[src/rtl/fspa_pkg.sv]
// ----------------------------------------------------------------------------
// Frame sync phase ambiguity package
// Sizes, register codes, shared types and the sync reference builder.
// ----------------------------------------------------------------------------
package fspa_pkg;

  localparam int MAX_SYNC_BITS     = 64;
  localparam int FRAME_COUNT_WIDTH = 16;
  localparam int CELL_BITS         = 8;
  localparam int NUM_CELLS         = MAX_SYNC_BITS / CELL_BITS;
  localparam int NUM_PATS          = 4;
  localparam int CNT_W             = $clog2(CELL_BITS + 1);
  localparam int DIST_W            = $clog2(MAX_SYNC_BITS + 1);
  localparam int BSS_W             = FRAME_COUNT_WIDTH + 1;
  localparam int LEN_W             = 7;
  localparam int RUN_W             = 8;
  localparam int BYTE_W            = 8;
  localparam int PHASE_W           = 2;
  localparam int PATTERN_W         = 64;
  localparam int CFG_IDX_W         = 3;
  localparam int CFG_DATA_W        = 64;
  localparam int PIPE_DEPTH        = 3;
  localparam int PEND_W            = $clog2(PIPE_DEPTH + 2);

  localparam logic [PATTERN_W-1:0]         RST_SYNC_PATTERN   = 64'd449838109;
  localparam logic [LEN_W-1:0]             RST_SYNC_LENGTH    = 7'd32;
  localparam logic [RUN_W-1:0]             RST_SEARCH_TO_LOCK = 8'd2;
  localparam logic [RUN_W-1:0]             RST_LOCK_TO_SEARCH = 8'd2;
  localparam logic [LEN_W-1:0]             RST_LOCK_TOLERANCE = 7'd3;
  localparam logic [FRAME_COUNT_WIDTH-1:0] RST_FRAME_BITS     = 16'd8192;

  typedef enum logic [CFG_IDX_W-1:0] {
    REG_SYNC_PATTERN,
    REG_SYNC_LENGTH,
    REG_SEARCH_TO_LOCK,
    REG_LOCK_TO_SEARCH,
    REG_LOCK_TOLERANCE,
    REG_FRAME_BITS
  } cfg_reg_t;

  typedef enum logic {
    ST_SEARCH,
    ST_LOCK
  } sync_state_t;

  typedef logic [NUM_PATS-1:0][MAX_SYNC_BITS-1:0] pat_set_t;

  typedef struct packed {
    logic [MAX_SYNC_BITS-1:0] mask;
    pat_set_t                 pat;
  } ref_set_t;

  typedef struct packed {
    logic [CELL_BITS-1:0]                mask;
    logic [NUM_PATS-1:0][CELL_BITS-1:0]  pat;
  } cell_ref_t;

  typedef logic [NUM_PATS-1:0][CNT_W-1:0]                 cell_cnt_t;
  typedef logic [NUM_CELLS-1:0][NUM_PATS-1:0][CNT_W-1:0]  part_set_t;
  typedef logic [NUM_PATS-1:0][DIST_W-1:0]                dist_set_t;

  typedef struct packed {
    logic [LEN_W-1:0]             lock_tolerance;
    logic [RUN_W-1:0]             search_to_lock;
    logic [RUN_W-1:0]             lock_to_search;
    logic [FRAME_COUNT_WIDTH-1:0] frame_bits;
  } ctrl_cfg_t;

  // 0, 90, 180 and 270 degree references plus the length mask
  function automatic ref_set_t build_refs(logic [PATTERN_W-1:0] sp, logic [LEN_W-1:0] len_raw);
    logic [LEN_W-1:0] len;
    logic             s;
    logic             i_even;
    ref_set_t         r;
    len = (len_raw > LEN_W'(MAX_SYNC_BITS)) ? LEN_W'(MAX_SYNC_BITS) : len_raw;
    for (int b = 0; b < MAX_SYNC_BITS; b++) begin
      r.mask[b] = (LEN_W'(b) < len);
      i_even    = (1'(b) != len[0]);
      s         = 1'b0;
      if (i_even) begin
        if (b > 0) s = sp[b-1];
      end else begin
        if (b < MAX_SYNC_BITS - 1) s = sp[b+1];
      end
      r.pat[0][b] = sp[b] & r.mask[b];
      r.pat[1][b] = (s ^ i_even) & r.mask[b];
      r.pat[2][b] = ~sp[b] & r.mask[b];
      r.pat[3][b] = (s ^ ~i_even) & r.mask[b];
    end
    return r;
  endfunction

endpackage

[src/rtl/fspa_ifs.sv]
// ----------------------------------------------------------------------------
// Frame sync phase ambiguity channels
// Valid/ready channels for input bytes, tagged results and register writes.
// ----------------------------------------------------------------------------
interface fspa_in_if import fspa_pkg::*; ();
  logic              valid;
  logic              ready;
  logic [BYTE_W-1:0] rx_byte;

  modport source(output valid, output rx_byte, input ready);
  modport sink(input valid, input rx_byte, output ready);
endinterface

interface fspa_out_if import fspa_pkg::*; ();
  logic               valid;
  logic               ready;
  logic [BYTE_W-1:0]  data_out;
  logic               tag_valid;
  logic [PHASE_W-1:0] phase_code;
  logic               locked;

  modport source(output valid, output data_out, output tag_valid, output phase_code,
                 output locked, input ready);
  modport sink(input valid, input data_out, input tag_valid, input phase_code,
               input locked, output ready);
endinterface

interface fspa_cfg_if import fspa_pkg::*; ();
  logic                  valid;
  logic                  ready;
  logic [CFG_IDX_W-1:0]  index;
  logic [CFG_DATA_W-1:0] data;

  modport source(output valid, output index, output data, input ready);
  modport sink(input valid, input index, input data, output ready);
endinterface

[src/rtl/fspa_cell.sv]
// ----------------------------------------------------------------------------
// Window cell
// Holds one slice of the bit window, shifts it toward the next cell and
// registers the slice's mismatch counts against the four references.
// ----------------------------------------------------------------------------
module fspa_cell import fspa_pkg::*; (
  input  logic      clk,
  input  logic      rst,
  input  logic      shift,
  input  logic      carry_in,
  input  cell_ref_t refs,
  output logic      carry_out,
  output cell_cnt_t counts
);

  logic [CELL_BITS-1:0] bits;
  cell_cnt_t            counts_next;

  always_comb begin
    for (int k = 0; k < NUM_PATS; k++) begin
      counts_next[k] = '0;
      for (int b = 0; b < CELL_BITS; b++) begin
        counts_next[k] = counts_next[k] +
                         CNT_W'((bits[b] ^ refs.pat[k][b]) & refs.mask[b]);
      end
    end
  end

  always_ff @(posedge clk) begin
    if (rst) begin
      bits <= '0;
    end else if (shift) begin
      bits <= {bits[CELL_BITS-2:0], carry_in};
    end
  end

  always_ff @(posedge clk) begin
    if (shift) begin
      counts <= counts_next;
    end
  end

  assign carry_out = bits[CELL_BITS-1];

endmodule

[src/rtl/fspa_ctrl.sv]
// ----------------------------------------------------------------------------
// Sync control
// Sums cell counts into distances, then runs match, run counters, lock
// state and frame tagging into the output register.
// ----------------------------------------------------------------------------
module fspa_ctrl import fspa_pkg::*; (
  input  logic              clk,
  input  logic              rst,
  input  logic              s1_valid,
  output logic              s1_ready,
  input  logic [BYTE_W-1:0] s1_byte,
  input  part_set_t         parts,
  input  ctrl_cfg_t         ccfg,
  fspa_out_if.source        tx
);

  localparam logic [BSS_W-1:0] BSS_MAX = '1;
  localparam logic [RUN_W-1:0] RUN_MAX = '1;

  logic              s2_valid;
  logic              s2_ready;
  logic              s3_ready;
  logic [BYTE_W-1:0] s2_byte;
  dist_set_t         s2_dist;
  dist_set_t         dist_sum;
  logic              step;

  sync_state_t                  state, state_next;
  logic [LEN_W-1:0]             thr, thr_next;
  logic [PHASE_W-1:0]           phase, phase_next;
  logic [RUN_W-1:0]             good_run, good_next;
  logic [RUN_W-1:0]             bad_run, bad_next;
  logic [BSS_W-1:0]             bss, bss_mid, bss_next;
  logic [FRAME_COUNT_WIDTH-1:0] fp, fp_mid, fp_next;
  logic [FRAME_COUNT_WIDTH:0]   fp_inc;
  logic [FRAME_COUNT_WIDTH-1:0] fb_eff;
  logic [DIST_W-1:0]            best;
  logic [PHASE_W-1:0]           best_idx;
  logic                         sync_hit;
  logic                         good_gap;
  logic                         tag;

  always_comb begin
    for (int k = 0; k < NUM_PATS; k++) begin
      dist_sum[k] = '0;
      for (int c = 0; c < NUM_CELLS; c++) begin
        dist_sum[k] = dist_sum[k] + DIST_W'(parts[c][k]);
      end
    end
  end

  assign s3_ready = !tx.valid || tx.ready;
  assign s2_ready = !s2_valid || s3_ready;
  assign s1_ready = s2_ready;
  assign step     = s2_valid && s3_ready;

  always_ff @(posedge clk) begin
    if (rst) begin
      s2_valid <= 1'b0;
    end else if (s2_ready) begin
      s2_valid <= s1_valid;
    end
  end

  always_ff @(posedge clk) begin
    if (s1_valid && s2_ready) begin
      s2_byte <= s1_byte;
      s2_dist <= dist_sum;
    end
  end

  // first minimum wins on ties
  always_comb begin
    best     = s2_dist[0];
    best_idx = '0;
    for (int k = 1; k < NUM_PATS; k++) begin
      if (s2_dist[k] < best) begin
        best     = s2_dist[k];
        best_idx = PHASE_W'(k);
      end
    end
  end

  assign fb_eff   = (ccfg.frame_bits == '0) ? FRAME_COUNT_WIDTH'(1) : ccfg.frame_bits;
  assign good_gap = (bss >= {1'b0, fb_eff}) && (bss < {fb_eff, 1'b0});
  assign sync_hit = ({1'b0, best} <= {{(LEN_W + 1 - DIST_W){1'b0}}, thr});

  // next state
  always_comb begin
    state_next = state;
    phase_next = phase;
    good_next  = good_run;
    bad_next   = bad_run;
    bss_mid    = bss;
    fp_mid     = fp;
    if (sync_hit) begin
      phase_next = best_idx;
      if (good_gap) begin
        good_next = (good_run == RUN_MAX) ? good_run : good_run + RUN_W'(1);
        bad_next  = '0;
      end else begin
        good_next = '0;
        bad_next  = (bad_run == RUN_MAX) ? bad_run : bad_run + RUN_W'(1);
      end
      if (state == ST_SEARCH && good_next >= ccfg.search_to_lock) begin
        state_next = ST_LOCK;
      end
      if (state_next == ST_LOCK && bad_next >= ccfg.lock_to_search) begin
        state_next = ST_SEARCH;
      end
      bss_mid = '0;
      fp_mid  = '0;
    end
    bss_next = (bss_mid == BSS_MAX) ? bss_mid : bss_mid + BSS_W'(1);
    fp_inc   = {1'b0, fp_mid} + (FRAME_COUNT_WIDTH + 1)'(1);
    fp_next  = (fp_inc >= {1'b0, fb_eff}) ? '0 : fp_inc[FRAME_COUNT_WIDTH-1:0];
  end

  // outputs
  always_comb begin
    thr_next = '0;
    tag      = 1'b0;
    if (state_next == ST_LOCK) begin
      thr_next = ccfg.lock_tolerance;
      tag      = (fp_mid == '0);
    end
  end

  always_ff @(posedge clk) begin
    if (rst) begin
      state    <= ST_SEARCH;
      thr      <= '0;
      phase    <= '0;
      good_run <= '0;
      bad_run  <= '0;
      bss      <= '0;
      fp       <= '0;
      tx.valid <= 1'b0;
    end else begin
      if (s3_ready) begin
        tx.valid <= s2_valid;
      end
      if (step) begin
        state    <= state_next;
        thr      <= thr_next;
        phase    <= phase_next;
        good_run <= good_next;
        bad_run  <= bad_next;
        bss      <= bss_next;
        fp       <= fp_next;
      end
    end
  end

  always_ff @(posedge clk) begin
    if (step) begin
      tx.data_out   <= s2_byte;
      tx.tag_valid  <= tag;
      tx.phase_code <= phase_next;
      tx.locked     <= (state_next == ST_LOCK);
    end
  end

endmodule

[src/rtl/frame_sync_phase_ambiguity_unit.sv]
// A result beat passes the s1, s2 and tx registers once its input is accepted.
// Throughput: one beat per cycle unless tx stalls, set by the control stage's
// lock and run counter update. Window cells correlate in one registered stage.
// Reset: rst clears the window, sync state and pipeline and loads the register
// defaults; no clearing pass, the first beat is taken right after reset.
// ----------------------------------------------------------------------------
// Frame sync phase ambiguity unit
// Hard-bit frame synchronizer with 0/90/180/270 degree sync word detection,
// search/lock tracking and frame boundary tags on a pass-through byte stream.
// ----------------------------------------------------------------------------
module frame_sync_phase_ambiguity_unit import fspa_pkg::*; (
  input  logic       clk,
  input  logic       rst,
  fspa_in_if.sink    rx,
  fspa_out_if.source tx,
  fspa_cfg_if.sink   cfg
);

  logic [PATTERN_W-1:0]         sync_pattern;
  logic [LEN_W-1:0]             sync_length;
  logic [RUN_W-1:0]             search_to_lock;
  logic [RUN_W-1:0]             lock_to_search;
  logic [LEN_W-1:0]             lock_tolerance;
  logic [FRAME_COUNT_WIDTH-1:0] frame_bits;

  ref_set_t          refs;
  cell_ref_t         cell_refs [NUM_CELLS];
  logic              carry [NUM_CELLS+1];
  part_set_t         parts;
  ctrl_cfg_t         ccfg;
  logic              shift;
  logic              s1_valid;
  logic              s1_ready;
  logic [BYTE_W-1:0] s1_byte;

  assign cfg.ready = 1'b1;

  always_ff @(posedge clk) begin
    if (rst) begin
      sync_pattern   <= RST_SYNC_PATTERN;
      sync_length    <= RST_SYNC_LENGTH;
      search_to_lock <= RST_SEARCH_TO_LOCK;
      lock_to_search <= RST_LOCK_TO_SEARCH;
      lock_tolerance <= RST_LOCK_TOLERANCE;
      frame_bits     <= RST_FRAME_BITS;
    end else if (cfg.valid && cfg.ready) begin
      case (cfg_reg_t'(cfg.index))
        REG_SYNC_PATTERN:   sync_pattern   <= cfg.data[PATTERN_W-1:0];
        REG_SYNC_LENGTH:    sync_length    <= cfg.data[LEN_W-1:0];
        REG_SEARCH_TO_LOCK: search_to_lock <= cfg.data[RUN_W-1:0];
        REG_LOCK_TO_SEARCH: lock_to_search <= cfg.data[RUN_W-1:0];
        REG_LOCK_TOLERANCE: lock_tolerance <= cfg.data[LEN_W-1:0];
        REG_FRAME_BITS:     frame_bits     <= cfg.data[FRAME_COUNT_WIDTH-1:0];
        default: begin
        end
      endcase
    end
  end

  assign refs = build_refs(sync_pattern, sync_length);

  assign ccfg.lock_tolerance = lock_tolerance;
  assign ccfg.search_to_lock = search_to_lock;
  assign ccfg.lock_to_search = lock_to_search;
  assign ccfg.frame_bits     = frame_bits;

  assign rx.ready = !s1_valid || s1_ready;
  assign shift    = rx.valid && rx.ready;
  assign carry[0] = rx.rx_byte[0];

  always_ff @(posedge clk) begin
    if (rst) begin
      s1_valid <= 1'b0;
    end else if (rx.ready) begin
      s1_valid <= rx.valid;
    end
  end

  always_ff @(posedge clk) begin
    if (shift) begin
      s1_byte <= rx.rx_byte;
    end
  end

  for (genvar c = 0; c < NUM_CELLS; c++) begin : g_cell
    assign cell_refs[c].mask = refs.mask[c*CELL_BITS +: CELL_BITS];
    for (genvar k = 0; k < NUM_PATS; k++) begin : g_pat
      assign cell_refs[c].pat[k] = refs.pat[k][c*CELL_BITS +: CELL_BITS];
    end

    fspa_cell u_cell (
      .clk       (clk),
      .rst       (rst),
      .shift     (shift),
      .carry_in  (carry[c]),
      .refs      (cell_refs[c]),
      .carry_out (carry[c+1]),
      .counts    (parts[c])
    );
  end

  fspa_ctrl u_ctrl (
    .clk      (clk),
    .rst      (rst),
    .s1_valid (s1_valid),
    .s1_ready (s1_ready),
    .s1_byte  (s1_byte),
    .parts    (parts),
    .ccfg     (ccfg),
    .tx       (tx)
  );

endmodule

[src/flat_wrapper.sv]
// flat-port wrapper written by rule: the top's interface ports become plain ports
module frame_sync_phase_ambiguity_unit_flat import fspa_pkg::*;
  (clk, rst, rx_valid, rx_rx_byte, rx_ready, tx_valid, tx_data_out, tx_tag_valid, tx_phase_code, tx_locked, tx_ready, cfg_valid, cfg_index, cfg_data, cfg_ready);
  fspa_in_if rx_i ();
  fspa_out_if tx_i ();
  fspa_cfg_if cfg_i ();
  input  logic clk;
  input  logic rst;
  input wire logic [$bits(rx_i.valid)-1:0] rx_valid;
  input wire logic [$bits(rx_i.rx_byte)-1:0] rx_rx_byte;
  output wire logic [$bits(rx_i.ready)-1:0] rx_ready;
  output wire logic [$bits(tx_i.valid)-1:0] tx_valid;
  output wire logic [$bits(tx_i.data_out)-1:0] tx_data_out;
  output wire logic [$bits(tx_i.tag_valid)-1:0] tx_tag_valid;
  output wire logic [$bits(tx_i.phase_code)-1:0] tx_phase_code;
  output wire logic [$bits(tx_i.locked)-1:0] tx_locked;
  input wire logic [$bits(tx_i.ready)-1:0] tx_ready;
  input wire logic [$bits(cfg_i.valid)-1:0] cfg_valid;
  input wire logic [$bits(cfg_i.index)-1:0] cfg_index;
  input wire logic [$bits(cfg_i.data)-1:0] cfg_data;
  output wire logic [$bits(cfg_i.ready)-1:0] cfg_ready;
  assign rx_i.valid = rx_valid;
  assign rx_i.rx_byte = rx_rx_byte;
  assign rx_ready = rx_i.ready;
  assign tx_valid = tx_i.valid;
  assign tx_data_out = tx_i.data_out;
  assign tx_tag_valid = tx_i.tag_valid;
  assign tx_phase_code = tx_i.phase_code;
  assign tx_locked = tx_i.locked;
  assign tx_i.ready = tx_ready;
  assign cfg_i.valid = cfg_valid;
  assign cfg_i.index = cfg_index;
  assign cfg_i.data = cfg_data;
  assign cfg_ready = cfg_i.ready;
  frame_sync_phase_ambiguity_unit u_core (.clk(clk), .rst(rst), .rx(rx_i), .tx(tx_i), .cfg(cfg_i));
endmodule
[config.mk]
export PLATFORM = sky130hd
export DESIGN_NAME = frame_sync_phase_ambiguity_unit_flat
export DESIGN_NICKNAME = d
export VERILOG_FILES = /design/src/rtl/fspa_pkg.sv /design/src/rtl/fspa_ifs.sv /design/src/rtl/fspa_cell.sv /design/src/rtl/fspa_ctrl.sv /design/src/rtl/frame_sync_phase_ambiguity_unit.sv /design/src/flat_wrapper.sv
export SDC_FILE = /design/constraint.sdc
export NUM_CORES = 2
export LEC_CHECK = 0
export BUFFER_PORTS_ARGS = -buffer_cell sky130_fd_sc_hd__buf_2
export CORE_ASPECT_RATIO = 0.7
export CORE_MARGIN = 3
export CORE_UTILIZATION = 25
export DETAILED_ROUTE_END_ITERATION = 8
export GPL_TIMING_DRIVEN = 0
export PLACE_DENSITY_LB_ADDON = 0.3
export SYNTH_ARGS = -nofsm -noshare
export SYNTH_HDL_FRONTEND = slang
export SYNTH_HIERARCHICAL = 1
export SYNTH_SLANG_ARGS = --single-unit
[constraint.sdc]
create_clock -name clk -period 8.55 [get_ports clk]
set_input_delay 1.2825 -clock clk [delete_from_list [all_inputs] [get_ports clk]]
set_output_delay 1.2825 -clock clk [all_outputs]
set_load 0.05 [all_outputs]
After elaboration in Yosys (flattened, before gate mapping)
Index checks and enable logic that the tools add are counted.

operators by class
  reductions and logical operators = 22
  muxes and demuxes = 88
  add/subtract/negate cells = 256
  magnitude comparators = 74
  bitwise operators = 962
  equality and inequality tests = 8

operators by type and width
  cell                  number
  $add A4 B1 Y4         152
  $and A1 B1 Y1         504
  $xor A1 B1 Y1         384
  $lt A6 B7 Y1 const A  32
  $add A7 B4 Y7         16
  $lt A5 B7 Y1 const A  16
  $add A3 B1 Y4         24
  $add A2 B1 Y3         24
  $mux W1               69
  $not A1 Y1            66
  $lt A4 B7 Y1 const A  8
  $add A1 B1 Y2         24
  $mux W16              3
  $mux W8               6
  $mux W7               5
  $ge A17 B16 Y1        2
  $mux W17              2
  $and A4 B1 Y4         8
  $logic_not A16 Y1     2
  $add A6 B4 Y7         4
  $lt A3 B7 Y1 const A  4
  $add A5 B4 Y6         4
  $lt A7 B7 Y1          3
  $add A4 B4 Y5         4
  20 further kinds      44

word-level totals
  register bits = 420

Longest topological paths before layout
  depth after elaboration = 16
  gate-level depth with buffers = 49
  mapped depth without buffers = 44

Cells and area by module
The synthesis kept the hierarchy.

by module, submodules not included
  module                           cells an instance  area each (um^2)  times used
  fspa_cell                        182                1971.9            8
  fspa_ctrl                        1051               10048.4           1
  frame_sync_phase_ambiguity_unit  1074               7538.5            1

Worst setup path after synthesis
No wires, ideal clock.

  kind = register to register
  from = register u_core/u_ctrl/s2_dist[9] in the netlist's numbering
  to = register u_core.u_ctrl.fp[11]
  stages on the path, launching flop included = 47
  buffers on the path = 5
  arrival = 8.790 ns
  path slack = -0.301 ns
  period minus slack after synthesis = 8.851 ns
  cells stage by stage = edfxtp_1 -> ha_1 -> nand2_1 -> o21ai_2 -> a2111oi_4 -> or2_1 -> buf_6 -> o21ai_0 -> inv_1 -> ha_1 -> nand2_1 -> o2111a_1 -> nand2_1 -> nor3_2 -> a311oi_4 -> mux2i_1 -> ha_1 -> a21o_1 -> (+11 left out) -> clkbuf_1 -> clkbuf_1 -> and2_1 -> ha_1 -> and3_1 -> and3_1 -> nand2_1 -> or3_1 -> a21oi_1 -> ha_1 -> nand4_1 -> nor2_1 -> o21a_1 -> a2111oi_0 -> o21ai_0 -> a21oi_2 -> buf_2 -> a32o_1

on the way
  longest elaborated chain between the ends = 11

ends and longest elaborated chain
  element                 RTL line          source
  start, declared         fspa_ctrl.sv:24   dist_set_t s2_dist;
  start signal, assigned  fspa_ctrl.sv:68   s2_dist <= dist_sum;
  $lt A7 B7 Y1            fspa_ctrl.sv:77   if (s2_dist[k] < best) begin
  $mux W7 (*)             fspa_ctrl.sv:77
  $lt A7 B7 Y1            fspa_ctrl.sv:77
  $mux W7 (*)             fspa_ctrl.sv:77
  $lt A7 B7 Y1            fspa_ctrl.sv:77
  $mux W7 (*)             fspa_ctrl.sv:77
  $le A7 B7 Y1 (*)        fspa_ctrl.sv:86   assign sync_hit = ({1'b0, best} <= {{(LEN_W + 1 - DIST_W){1'b0}}, thr});
  $mux W16 (*)            fspa_ctrl.sv:96   if (sync_hit) begin
  $add A16 B1 Y17 (*)     fspa_ctrl.sv:115  fp_inc = {1'b0, fp_mid} + (FRAME_COUNT_WIDTH + 1)'(1);
  $ge A17 B16 Y1          fspa_ctrl.sv:116  fp_next = (fp_inc >= {1'b0, fb_eff}) ? '0 : fp_inc[FRAME_COUNT_WIDTH-1:0];
  $mux W16 (*)            fspa_ctrl.sv:116
  end signal, assigned    fspa_ctrl.sv:150  fp <= fp_next;
  end, declared           fspa_ctrl.sv:34   logic [FRAME_COUNT_WIDTH-1:0] fp, fp_mid, fp_next;

Every way passes the cells marked *; elsewhere a longest branch is shown, timed or not.
A chain may end at the register's enable or synchronous reset.

Final worst setup path
  from = register u_core/u_ctrl/s2_dist[10] in the netlist's numbering
  to = register u_core.u_ctrl.fp[13]

The elaborated chain is that of the path after synthesis.

==> impl_metrics.py <==
metrics = {
    "routing": {
        "drt_drc_violations_left": 0,
        "vias_per_cell": 4.59,
        "avgRoutedWirePerCell_um": 20.5,
        "drtIter0Drc": 2224,
        "drt_wl_total_mm": 114,
        "dr.pass1.iters": 5,
        "via_count": 25600,
        "ant_nets": 0,
    },
    "place": {
        "gp_congestion": 0.925,
        "numPortBuffers": 91,
        "dp_slack_ps": -1710,
        "hpwlAfterDp_mm": 89.6,
        "placed_cell_area_um2": 36100,
    },
    "sta": {
        "finClkSkew_ps": 58.6,
        "slew_viol_final": 0,
        "fmax_mhz": 114,
        "worst_slew_pin_slew_ps": 1360,
        "final.min_clock_period_ps": 8780,
        "timing.final.crit_share": 1.03,
        "finalHoldViolations": 0,
        "whs_ps": 419,
        "rsz0062_at_grt": "yes",
        "slew_headroom": 0.0915,
        "setup_viol_count_final": 16,
        "final.setup.worst_slack_ps": -228,
    },
    "synthesis": {
        "synth-simple-area-share": 0.169,
        "yosysSeqAreaShare": 0.307,
        "synth_top_family_by_area": "adder cells",
        "yosys.area_share.adder": 0.213,
        "ys_seq_elements": 420,
        "yosys.area_share.xor_xnor": 0.0853,
        "synth_top_area_share": 0.166,
        "synth_edf_count": 184,
        "yosysMostFrequentCell": "inv_1",
        "yosys.area.top_type": "edfxtp_1",
        "synth-compound-area-share": 0.101,
        "synthFlopType": "dfxtp_1",
        "synth_warnings": 6,
        "synthTopCellsByArea": "edfxtp_1 17%, dfxtp_1 14%, fa_1 13%",
        "syn_area_um2": 33400,
        "synthTopCellsByCount": "454 x inv_1, 328 x nand2_1, 293 x nor2_1",
        "syn_inst": 3581,
        "synth_fp_nets": 4099,
        "muxShareOfSynthArea": 0.0313,
        "ys_types": 90,
        "syn_avg_cell_area_um2": 9.32,
        "async_reset_ff_frac": 0,
    },
    "setup_path": {
        "cp.required_ps": 9110,
        "criticalPathCategory": "register to register",
        "cpPeakStageDelay_ps": 440,
        "crit_top_cell": "a21o_1",
        "worst_path_max_delay_cell": "edfxtp_1",
        "critPathLaunchType": "register",
        "worstPathMaxFanout": 5,
        "worstPathArrival_ps": 9340,
        "endpoint_kind": "register",
    },
    "power": {
        "pwr-share-seq": 0.233,
        "ir_worst_vdd_mv": 0.260,
        "clkPwrFrac": 0.189,
        "finalPower_mw": 11.7,
        "pwr-share-comb": 0.578,
        "intPower_mw": 6.78,
        "p_per_area_nw_per_um2": 302,
        "p_leak_nw": 17.5,
        "p_sw_frac": 0.421,
        "switchingPower_mw": 4.94,
    },
    "cts": {
        "cts_buffers": 51,
        "clockBufferDepth": 3,
        "cts.clk_slew.worst_paths_ps": 70,
        "cts_tree": "done",
        "cts_max_level": 2,
        "clock-sinks": 420,
        "clk_latency_ps": 640,
        "cts_root_buf": "clkbuf_16",
    },
    "run_status": {
        "outcome": "complete, but fails checks",
        "violations": "setup timing",
    },
    "min_path": {
        "hold_class": "register to register",
    },
    "finish": {
        "nets": 4301,
        "final_util": 0.295,
        "area_delta_synth_final_pct": 16.2,
        "design_area_um2": 38800,
        "diodes": 0,
        "drive_gt1_frac": 0.125,
    },
    "floorplanning": {
        "ios": 95,
        "die_height_um": 312,
        "num_rows": 111,
        "core_um2": 132000,
        "start_util": 0.253,
        "die_w_um": 443,
        "die_area_um2": 138000,
    },
    "global_route": {
        "grt_usage": 0.162,
        "grt_overflow": 0,
        "grt_pass1_vias": 24500,
        "grt_first_pass_wirelength_mm": 167,
        "antenna_found_initial": 7,
        "grt_max_degree": 52,
    },
    "run": {
        "drv_cap": 0,
    },
}
layer usage:
metal | wire length [µm] | global-route usage | up-vias | share of wire
met3 | 9050 | 0.0340 | 100 | 0.079
met4 | 2230 | 0.0340 | 0 | 0.020
met5 | 0 | 0 | - | 0
li1 | - | - | 12200 | -
met1 | 57500 | 0.251 | 12500 | 0.50
met2 | 45700 | 0.228 | 810 | 0.40
through the flow:
stage / setup TNS, ps / cells
after global placement: -29510 / 5423
after detailed placement: -33520 / 5427
after global routing: -8360 / 5575
after CTS: -3020 / 5560
final: -3240 / 5575
after floorplan: 0 / 3581
repair_timing:
action | in CTS | in global routing
hold buffers | 0 | 0
gates cloned | 1 | 0
setup buffers | 38 | 16
gates resized for setup | 75 | 40
pin swaps | 45 | 49
endpoints found under the hold margin | 0 | 0
endpoints found under the setup margin | 32 | 27
final cells by class:
class	instances	area (µm²)
tap	1751	2190
inverter	461	1730
clock buffer	66	1430
timing repair buffer	150	993
fill	14000	92900
sequential	420	10200
multi-input combinational	2508	20600
clock inverter	28	250
buffer	191	1380
worst max-delay path: cells and delay by family (launching register included):
kind                       cells  cell delay (ps)
AOI/OAI and AO/OA             22             3960
adders and majority gates      6             1490
buffers and inverters         10             1360
and+or+nand+nor                7             1010
DFF                            1              440
muxes                          1              280
xor gates and xnor gates       1              170
power by group through the flow:
stage               Sequential (mW)  Combinational, mW  Clock [mW]
floorplan                      2.70               3.61           0
global placement               2.75               5.29           0
detailed placement             2.74               5.36           0
CTS                            2.72               6.52        2.29
global route                   2.75               7.52        2.36
finish                         2.73               6.77        2.21
layout by cell type (no fill, tap or decap), drive strengths merged, types with 14 or more instances in the layout:
cell type / count
a211oi: 50
a21o: 26
a21oi: 199
a31oi: 14
and2: 221
and3: 19
buf: 281
clkbuf: 126
clkinv: 20
dfxtp: 236
edfxtp: 184
fa: 218
ha: 220
inv: 465
mux2i: 101
nand2: 328
nand3: 38
nand3b: 19
nand4: 23
nor2: 297
nor2b: 86
nor3: 30
nor3b: 15
o21ai: 60
o31ai: 14
o32ai: 21
xnor2: 54
xor2: 271
final timing paths:
kind | from | slack (ps) | depth (start not counted) | to
max reg2reg | u_core/u_ctrl/s2_dist[10]$_DFFE_PP_ | -230 | 47 | u_core/u_ctrl/fp[13]$_SDFFE_PP0P_
min | u_core/u_ctrl/s2_byte[2]$_DFFE_PP_ | 420 | 0 | u_core/u_ctrl/tx.data_out[2]$_DFFE_PP_
max | u_core/u_ctrl/s2_dist[10]$_DFFE_PP_ | -230 | 47 | u_core/u_ctrl/fp[13]$_SDFFE_PP0P_
min reg2reg | u_core/u_ctrl/s2_byte[2]$_DFFE_PP_ | 420 | 0 | u_core/u_ctrl/tx.data_out[2]$_DFFE_PP_
sequential cells by signal, indices dropped and copies added, names as in the netlist, 2 cells and up:
register / count
u_core/u_ctrl/bad_run: 8
u_core/u_ctrl/s2_byte: 8
u_core/g_cell.u_cell/bits: 64
u_core/g_cell.u_cell/counts: 128
u_core/u_ctrl/phase: 2
u_core/u_ctrl/bss: 17
u_core/u_ctrl/good_run: 8
u_core/s1_byte: 8
u_core/u_ctrl/tx.phase_code: 2
u_core/u_ctrl/s2_dist: 28
u_core/u_ctrl/fp: 16
u_core/sync_length: 7
u_core/search_to_lock: 8
u_core/lock_tolerance: 7
u_core/frame_bits: 16
u_core/sync_pattern: 64
u_core/u_ctrl/thr: 7
u_core/u_ctrl/tx.data_out: 8
u_core/lock_to_search: 8
cells by family after synthesis:
| family | after synthesis |
|---|---|
| AOI/OAI and AO/OA | 501 |
| xor gates and xnor gates | 325 |
| adders and majority gates | 438 |
| buffers and inverters | 653 |
| DFF | 420 |
| muxes | 104 |
| other | 1 |
| and+or+nand+nor | 1139 |
No activity file was read; power rests on OpenSTA's default activity.
